[src/sv/spq_pkg.sv]
// Package for the sorted priority queue: field widths, operation and status
// codes, and the control bundle broadcast from the top level to every cell.
// No dependencies.
package spq_pkg;

  localparam int DATA_W = 32;
  localparam int PRIO_W = 16;
  localparam int KIND_W = 2;
  localparam int STAT_W = 2;
  localparam int OCC_W  = 5;

  // operation codes carried in in_tuser
  localparam logic [KIND_W-1:0] KIND_ENQ  = 2'd0;
  localparam logic [KIND_W-1:0] KIND_DEQ  = 2'd1;
  localparam logic [KIND_W-1:0] KIND_PEEK = 2'd2;

  // status codes carried in out_tuser
  localparam logic [STAT_W-1:0] ST_OK    = 2'd0;
  localparam logic [STAT_W-1:0] ST_EMPTY = 2'd1;
  localparam logic [STAT_W-1:0] ST_FULL  = 2'd2;

  localparam logic signed [DATA_W-1:0] DATA_EMPTY = -32'sd1;

  typedef logic signed [DATA_W-1:0] data_t;
  typedef logic signed [PRIO_W-1:0] prio_t;

  // broadcast control for one transaction
  typedef struct packed {
    logic  enq;
    logic  deq;
    data_t new_data;
    prio_t new_prio;
  } cell_ctl_t;

endpackage

[src/sv/spq_cell.sv]
// One slot of the sorted queue chain: holds a payload and a priority and
// shifts toward the tail on insert or toward the head on removal.
// Depends on spq_pkg.
module spq_cell
  import spq_pkg::*;
(
  input  logic      clk,
  input  cell_ctl_t ctl,
  input  logic      occ,       // slot holds a live entry
  input  logic      prev_ge,   // head-side neighbor stays in place on insert
  input  data_t     prev_data,
  input  prio_t     prev_prio,
  input  data_t     next_data,
  input  prio_t     next_prio,
  output logic      ge,
  output data_t     data,
  output prio_t     prio
);

  data_t data_r, data_nxt;
  prio_t prio_r, prio_nxt;

  // live entry that ranks ahead of or ties with the incoming one
  assign ge = occ && (prio_r >= ctl.new_prio);

  // shift and insert selection
  always_comb begin
    data_nxt = data_r;
    prio_nxt = prio_r;
    if (ctl.enq && !ge) begin
      if (prev_ge) begin
        data_nxt = ctl.new_data;
        prio_nxt = ctl.new_prio;
      end else begin
        data_nxt = prev_data;
        prio_nxt = prev_prio;
      end
    end else if (ctl.deq) begin
      data_nxt = next_data;
      prio_nxt = next_prio;
    end
  end

  // payload registers, no reset
  always_ff @(posedge clk) begin
    data_r <= data_nxt;
    prio_r <= prio_nxt;
  end

  assign data = data_r;
  assign prio = prio_r;

endmodule

[src/sv/sorted_priority_queue_core.sv]
// Sorted priority queue: a chain of CAPACITY cells kept in descending
// priority order, ties first in, first out. Depends on spq_pkg, spq_cell.
//
// Input channel (in_*): one transaction per operation. in_tuser holds the
// kind (enqueue, dequeue, peek; the spare code does nothing). in_tdata holds
// the payload and the priority of an enqueue.
// Result channel (out_*): exactly one transaction per input transaction, in
// order. out_tdata holds the front payload (-1 when empty, 0 on enqueue) and
// the occupancy after the operation; out_tuser holds the status.
// The result is registered at the edge that accepts the operation. One
// operation per cycle is taken while the result register is free or being
// drained; every cell compares its priority with the incoming one in parallel
// and shifts in the same cycle, so the cell chain sets the rate.
// Reset clears the entry count and the result valid flag; cell contents and
// the result payload stay undefined until written and are never read before.
// When the receiver stalls, the result waits in the output register and
// in_tready drops until it is taken; in_tready stays high in a cycle where
// the waiting result leaves.
module sorted_priority_queue_core
  import spq_pkg::*;
#(
  parameter int CAPACITY = 16
) (
  input  logic        clk,
  input  logic        rst_n,
  input  logic        in_tvalid,
  output logic        in_tready,
  input  logic [47:0] in_tdata,   // [31:0] data, [47:32] priority_req
  input  logic [1:0]  in_tuser,   // [1:0] kind
  output logic        out_tvalid,
  input  logic        out_tready,
  output logic [39:0] out_tdata,  // [31:0] out_data, [36:32] occupancy, [39:37] zero
  output logic [1:0]  out_tuser   // [1:0] status
);

  localparam int CW = $clog2(CAPACITY + 1);

  logic [CW-1:0] count_r, count_nxt;
  logic          out_valid_r, out_valid_nxt;
  data_t         out_data_r, out_data_nxt;
  logic [STAT_W-1:0] status_r, status_nxt;
  logic [OCC_W-1:0]  occ_out_r, occ_out_nxt;

  logic          accept;
  logic          full, empty;
  cell_ctl_t     ctl;
  logic [CW+OCC_W-1:0] count_ext;

  logic  [CAPACITY-1:0] occ;
  logic  [CAPACITY-1:0] ge;
  data_t                cdata [CAPACITY];
  prio_t                cprio [CAPACITY];

  assign accept    = in_tvalid && in_tready;
  assign in_tready = !out_valid_r || out_tready;
  assign full      = (count_r >= CW'(CAPACITY));
  assign empty     = (count_r == '0);

  // operation decode and result selection
  always_comb begin
    ctl.enq      = 1'b0;
    ctl.deq      = 1'b0;
    ctl.new_data = data_t'(in_tdata[DATA_W-1:0]);
    ctl.new_prio = prio_t'(in_tdata[DATA_W+PRIO_W-1:DATA_W]);
    count_nxt    = count_r;
    out_data_nxt = '0;
    status_nxt   = ST_OK;
    case (in_tuser)
      KIND_ENQ: begin
        if (full) begin
          status_nxt = ST_FULL;
        end else begin
          ctl.enq   = accept;
          if (accept) count_nxt = count_r + CW'(1);
        end
      end
      KIND_DEQ, KIND_PEEK: begin
        if (empty) begin
          out_data_nxt = DATA_EMPTY;
          status_nxt   = ST_EMPTY;
        end else begin
          out_data_nxt = cdata[0];
          if (in_tuser == KIND_DEQ && accept) begin
            ctl.deq   = 1'b1;
            count_nxt = count_r - CW'(1);
          end
        end
      end
      default: begin
      end
    endcase
    count_ext   = {{OCC_W{1'b0}}, count_nxt};
    occ_out_nxt = count_ext[OCC_W-1:0];
  end

  // output register handshake
  always_comb begin
    out_valid_nxt = out_valid_r;
    if (accept) begin
      out_valid_nxt = 1'b1;
    end else if (out_tready) begin
      out_valid_nxt = 1'b0;
    end
  end

  // control state
  always_ff @(posedge clk) begin
    if (!rst_n) begin
      count_r     <= '0;
      out_valid_r <= 1'b0;
    end else begin
      count_r     <= count_nxt;
      out_valid_r <= out_valid_nxt;
    end
  end

  // result payload
  always_ff @(posedge clk) begin
    if (accept) begin
      out_data_r <= out_data_nxt;
      status_r   <= status_nxt;
      occ_out_r  <= occ_out_nxt;
    end
  end

  // cell chain
  for (genvar g = 0; g < CAPACITY; g++) begin : g_cell
    logic  pge;
    data_t pdata, ndata;
    prio_t pprio, nprio;

    assign occ[g] = (count_r > CW'(g));

    if (g == 0) begin : g_head
      assign pge   = 1'b1;
      assign pdata = cdata[g];
      assign pprio = cprio[g];
    end else begin : g_mid
      assign pge   = ge[g-1];
      assign pdata = cdata[g-1];
      assign pprio = cprio[g-1];
    end

    if (g == CAPACITY - 1) begin : g_tail
      assign ndata = cdata[g];
      assign nprio = cprio[g];
    end else begin : g_body
      assign ndata = cdata[g+1];
      assign nprio = cprio[g+1];
    end

    spq_cell u_cell (
      .clk       (clk),
      .ctl       (ctl),
      .occ       (occ[g]),
      .prev_ge   (pge),
      .prev_data (pdata),
      .prev_prio (pprio),
      .next_data (ndata),
      .next_prio (nprio),
      .ge        (ge[g]),
      .data      (cdata[g]),
      .prio      (cprio[g])
    );
  end

  assign out_tvalid = out_valid_r;
  assign out_tdata  = {3'b000, occ_out_r, out_data_r};
  assign out_tuser  = status_r;

endmodule

[config.mk]
export PLATFORM = sky130hd
export DESIGN_NAME = sorted_priority_queue_core
export DESIGN_NICKNAME = d
export VERILOG_FILES = /design/src/sv/spq_pkg.sv /design/src/sv/spq_cell.sv /design/src/sv/sorted_priority_queue_core.sv
export SDC_FILE = /design/constraint.sdc
export NUM_CORES = 2
export LEC_CHECK = 0
export ABC_AREA = 0
export BUFFER_PORTS_ARGS = -buffer_cell sky130_fd_sc_hd__buf_2
export CAP_MARGIN = 10
export CORE_AREA = 2 2 326 328
export DETAILED_ROUTE_END_ITERATION = 7
export DIE_AREA = 0 0 328 330
export PLACE_DENSITY = 0.69
export SYNTH_ARGS = -nofsm -noshare
export SYNTH_HDL_FRONTEND = slang
export SYNTH_SLANG_ARGS = --single-unit
[constraint.sdc]
create_clock -name clk -period 7.55 [get_ports clk]
set_input_delay 1.1325 -clock clk [delete_from_list [all_inputs] [get_ports clk]]
set_output_delay 1.1325 -clock clk [all_outputs]
set_load 0.005 [all_outputs]
==> After elaboration in Yosys (flattened, before gate mapping) <==
Index checks and enable logic that the tools add are counted.
W data, S select, Z words.
{ "op_classes": {"n_eq_ne": 2, "mux": 106, "reduce_logical": 71, "addsub": 2, "n_lt_le_gt_ge": 33} }
{ "op_table": {"columns": ["op", "n"], "rows": [
  ["$mux W32", 46],
  ["$mux W16", 45],
  ["$ge A16 B16 Y1", 16],
  ["$gt A5 B4 Y1 const B", 8],
  ["$logic_and A1 B1 Y1", 34],
  ["$reduce_bool A2 Y1", 16],
  ["$gt A5 B3 Y1 const B", 4],
  ["$mux W5", 4],
  ["$logic_not A1 Y1", 17],
  ["$gt A5 B1 Y1 const B", 2],
  ["$gt A5 B2 Y1 const B", 2],
  ["$pmux W5 S2", 1],
  ["$mux W1", 8],
  ["$add A5 B1 Y5 const B", 1],
  ["$ge A5 B5 Y1 const B", 1],
  ["$logic_not A5 Y1", 1],
  ["$sub A5 B1 Y5 const B", 1],
  ["$pmux W2 S2", 1],
  ["$eq A2 B1 Y1 const B", 1],
  ["$eq A2 B2 Y1 const B", 1],
  ["$logic_not A2 Y1", 1],
  ["$mux W2", 1],
  ["$reduce_or A2 Y1", 1],
  ["$logic_or A1 B1 Y1", 1]
]} }
{ "word_totals": {"input_bits": 54, "ff_bits": 813, "out_inout_bits": 44} }

==> Depth between registers and ports, before layout <==
{ "depth": {"word_depth": 9, "mapped_depth": 15} }

==> Cells and area by module <==
A second synthesis with hierarchy kept.
{ "unflattened": {"hier_cells": 3723, "hier_area_um2": 51195.4} }
{ "by_module_without_submodules": {"columns": ["module", "cells_per_inst", "seq_area_each_um2", "n_inst", "area_per_inst_um2"], "rows": [
  ["spq_cell (g_cell[0].u_cell ...)", 218, 1441.4, 10, 3059.2],
  ["spq_cell (g_cell[4].u_cell ...)", 218, 1441.4, 6, 3049.2],
  ["sorted_priority_queue_core", 235, 1291.2, 1, 2308.5]
]} }

==> Worst setup path after synthesis <==
OpenSTA, ideal clock, no wires.
{ "synth_path": {"path_type": "input port to flip-flop", "start": "in in_tvalid", "end": "reg g_cell[15].u_cell.data_r[0] (enable)", "arrival_time_ns": 6.126, "cell_stages": 4, "setup_time_ns": 0.483, "slack_ns": 0.942, "t_required_ns": 7.067, "cell_sequence": "inv_1 nor2_1 nand3_1 a31oi_1"} }
{ "synth_between": {"elab_chain_cells": 4} }
{ "synth_rtl": {"columns": ["item", "line_no", "rtl"], "rows": [
  ["start, declared", "sorted_priority_queue_core.sv:26", "input logic in_tvalid,"],
  ["$logic_and A1 B1 Y1", "sorted_priority_queue_core.sv:54", "assign accept = in_tvalid && in_tready;"],
  ["net accept", "sorted_priority_queue_core.sv:44", "logic accept;"],
  ["$mux W1", "sorted_priority_queue_core.sv:70", "if (full) begin"],
  ["$mux W1", "sorted_priority_queue_core.sv:68", "case (in_tuser)"],
  ["$logic_and A1 B1 Y1", "spq_cell.sv:30", "if (ctl.enq && !ge) begin"],
  ["end signal, assigned", "spq_cell.sv:46", "data_r <= data_nxt;"],
  ["end, declared", "spq_cell.sv:20", "data_t data_r, data_nxt;"]
]} }
The timed path passes the listed nets, and every way through them passes these cells.
A chain may end at the register's enable or synchronous reset.

==> Final worst setup path <==
{ "layout_path": {"start": "in in_tdata[44]", "end": "reg g_cell[0].u_cell.prio_r[3] (enable)"} }
{ "layout_between": {"elab_chain_cells": 5} }
{ "layout_rtl": {"columns": ["item", "line_no", "rtl"], "rows": [
  ["start, declared", "sorted_priority_queue_core.sv:28", "input logic [47:0] in_tdata,"],
  ["$ge A16 B16 Y1", "spq_cell.sv:24", "assign ge = occ && (prio_r >= ctl.new_prio);"],
  ["$logic_and A1 B1 Y1", "spq_cell.sv:24", null],
  ["$logic_not A1 Y1", "spq_cell.sv:30", null],
  ["$logic_and A1 B1 Y1", "spq_cell.sv:30", null],
  ["$reduce_bool A2 Y1 (no source line)", null, null],
  ["end signal, assigned", "spq_cell.sv:47", "prio_r <= prio_nxt;"],
  ["end, declared", "spq_cell.sv:21", "prio_t prio_r, prio_nxt;"]
]} }
No other way between the ends.

==> out/summary.txt <==
Crit path required time - 7.90 ns
Skew-Pair Late Insertion Delay - 0.69 ns
die area - 108000 um^2
Arrival @ worst endpoint - 6.08 ns
dpl cells - 5322
post-DP HPWL - 91900 um
FF+latch area - 24400 um^2
CTS Buffer Depth - 3
Hold WC Path Type - register to register
std cell rows - 119
reg2reg start - g_cell[0].u_cell.prio[15]
post-route antenna net violation count - 0
I/O pin count - 98
leakage - 20.9 nW
Max stage delay on crit path - 0.78 ns
share of cells above drive strength 1 - 13.2%
Seq cells post-synth - 813
total power - 10.6 mW
slowest CP cell - nand2_2
initial DRC count - 3221
worst path bufs/invs - 3
clk sinks - 813
startpoint type of the worst setup path - primary input
final setup fails - 0
CTS tree - done
PnR worst setup slack - 1.83 ns
DR pass1 iterations - 5
FF-to-FF path depth - 9
Area after DPL - 48600 um^2
Fmax - 175 MHz
Slew @ Worst Pin - 1.35 ns
largest net degree at the start of global routing - 143
DR WL/cell - 25.4 um
RSZ-0062 raised after global routing - no
crit-path max FO - 31
H-tree depth - 3
Sw Ratio - 25.6%
min-delay src - g_cell[15].u_cell.data[31]
vias per cell - 6.09
Num CTS Buffers - 90
Hold Path End - g_cell[14].u_cell.data[31]
period utilization - 75.8%
Final Cell Area - 51400 um^2
Synth Warn # - 0
Post-CTS Hold Buffers - 0
worst slew margin relative to its limit - 9.38%
Critical R2R Capture - g_cell[0].u_cell.prio[3]
part of the power in registers - 49.7%
WHS - 0.546 ns
Hold Crit Depth - 1
area of the mapped netlist - 46700 um^2
Worst path top cell family by delay - simple AND/OR/NAND/NOR gates
first-pass GRT wire length - 211000 um
initial antenna violation count - 10
Multi-input gate area - 21100 um^2
Final Hold Fails - 0
Clock Power Share - 40.4%
Worst path depth - 11
clock root buffer - clkbuf_16
vias in the first global route - 33.2k
Worst-path clk slew - 0.06 ns
port bufs - 94
run status - finished clean
RePlAce Congestion - 0.943
top_reg_cell synth - edfxtp_1
gr ovfl total - 0
# DRC - 0
# resized after CTS - 0
post-synthesis area per instance - 11.5 um^2
switching pwr - 2.72 mW
critical path class - primary input to register
Mapped Cells - 4070
EDFF count, synth - 807
Layout area overhead - 9.91%
setup TNS - 0 ns
Power Density - 207 nW/um^2
CP dominant cell by count - nand2_2
non-filler instance count after layout - 5491
Peak VDD IR - 0.182 mV
pins over their slew limit - 0
R2R Setup Slk - 2.76 ns
overall global routing resource usage - 25.6%
Core Area - 105000 um^2
Setup crit end kind - register
pre-CTS setup slack - 1.38 ns
max cap viols - 0
Setup Skew - 0.0253 ns
Post-CTS Repair Setup Buffers - 0
Die Ht - 330 um
post-layout util - 49.1%
sequential area share after synthesis - 52.1%
Initial Util - 44.7%
crit-path cells - buf_2, inv_1, ha_1, and3_1, nand3_1, a211oi_1, nor3_1, a2bb2oi_4, nand2_2, nand2_2, buf_12
nets - 4341
Async SR Flop Fraction - 0%
fin crit period - 5.72 ns
via count - 33.5k
P_int - 7.90 mW
post-synthesis cell type count - 70
FILL cells - 9231
die width - 328 um
final WL - 140000 um
combinational power share - 9.9%
## state kept, by name, summed over array words and instances (netlist names)
name,count
count_r,5
g_cell.u_cell.data,512
g_cell.u_cell.prio,256
occ_out_r,5
out_data_r,32
out_tuser,2
out_tvalid,1
## synthesized netlist by cell type (8+ instances only)
| cell type | number | area, um^2 |
|---|---|---|
| edfxtp_1 | 807 | 24200 |
| mux2i_1 | 628 | 6290 |
| a21oi_1 | 432 | 2160 |
| nand2_1 | 403 | 1510 |
| o21ai_0 | 344 | 1720 |
| ha_1 | 264 | 3300 |
| nor2_1 | 216 | 811 |
| clkbuf_1 | 202 | 758 |
| mux2_2 | 190 | 2140 |
| buf_2 | 84 | 420 |
| a31oi_1 | 59 | 369 |
| inv_1 | 50 | 188 |
| nand4_1 | 45 | 282 |
| o21a_1 | 40 | 300 |
| a21o_1 | 35 | 263 |
| o21ai_1 | 25 | 125 |
| nand3_1 | 24 | 120 |
| nor2b_1 | 22 | 138 |
| o211ai_1 | 22 | 165 |
| buf_4 | 15 | 113 |
| nor3_1 | 11 | 55.1 |
| buf_1 | 10 | 37.5 |
| a211oi_1 | 9 | 67.6 |
| and3_1 | 9 | 56.3 |
| and4_1 | 9 | 78.8 |
| nor4_1 | 9 | 56.3 |
| and2_1 | 8 | 50.1 |
## how the worst max path moves through the flow
stage | start | endpoint | slack (ns)
6_report | in_tdata[44] | g_cell[0].u_cell.prio[3] | 1.83
5_1_grt | in_tdata[44] | g_cell[0].u_cell.prio[4] | 1.75
4_1_cts | in_tdata[44] | g_cell[0].u_cell.data[27] | 2.07
3_5_place_dp | in_tdata[44] | g_cell[0].u_cell.prio[15] | 1.38
3_3_place_gp | in_tdata[44] | g_cell[0].u_cell.prio[15] | 1.42
2_1_floorplan | in_tvalid | g_cell[15].u_cell.data[0] | 0.94
## power groups by stage
stage / Clock [mW] / Combinational (mW) / Sequential, mW
2_1_floorplan: 0 / 0.670 / 5.33
3_3_place_gp: 0 / 1.01 / 5.37
3_5_place_dp: 0 / 1.03 / 5.37
4_1_cts: 4.36 / 1.04 / 5.28
5_1_grt: 4.51 / 1.15 / 5.29
6_report: 4.29 / 1.05 / 5.28
## placed cells by master (no fill, tap or decap), types with 11 or more instances in the layout
cell,n
edfxtp_1,807
mux2i_1,627
a21oi_1,429
nand2_1,390
o21ai_0,344
ha_1,264
nor2_1,214
mux2_2,190
buf_2,94
clkbuf_16,91
buf_4,73
a31oi_1,57
inv_1,50
nand4_1,45
o21a_1,40
a21o_1,35
o21ai_1,24
clkinv_1,23
nor2b_1,22
o211ai_1,22
nand3_1,21
clkbuf_1,21
clkinv_2,16
nand2_2,12
nor3_1,11
## cells by family (layout without fill, tap and decap cells)
| family | count (synthesis) | count (layout) | share of synthesized area, % |
|---|---|---|---|
| and+or+nand+nor | 790 | 790 | 7.31 |
| AOI/OAI and AO/OA | 1015 | 1015 | 12.1 |
| DFF | 813 | 813 | 52.1 |
| muxes | 818 | 818 | 18.0 |
| buffers and inverters | 368 | 391 | 3.40 |
| xor gates and xnor gates | 1 | 1 | 0.0187 |
| adders and majority gates | 264 | 264 | 7.07 |
| other | 1 | 8 | 0.00802 |
## worst register-to-register path, delay by kind of cell (launching register included)
kind | cells | cell delay, ns
fa+ha+maj | 1 | 0.37
simple gates | 5 | 2.06
compound gates | 2 | 1.07
flops | 1 | 0.54
buf+inv | 1 | 0.38
## layer usage
metal  vias to the layer above  GRT usage [%]  routed length, um
met2                      1380           39.9              62700
met4                         8           11.4               5940
met1                     16574           35.0              60200
met3                       284           4.47              10700
li1                      15211              -                  -
met5                         -              0                 59
## final cells by class
class	instances	area share, %
Antenna cell	5	0.0244
Clock buffer	112	4.59
Clock inverter	52	0.850
Inverter	51	0.373
Multi-Input combinational cell	2891	41.0
Sequential cell	813	47.4
Tap cell	1391	3.39
Timing Repair Buffer	176	2.33
Power figures use the tool's default switching activity.
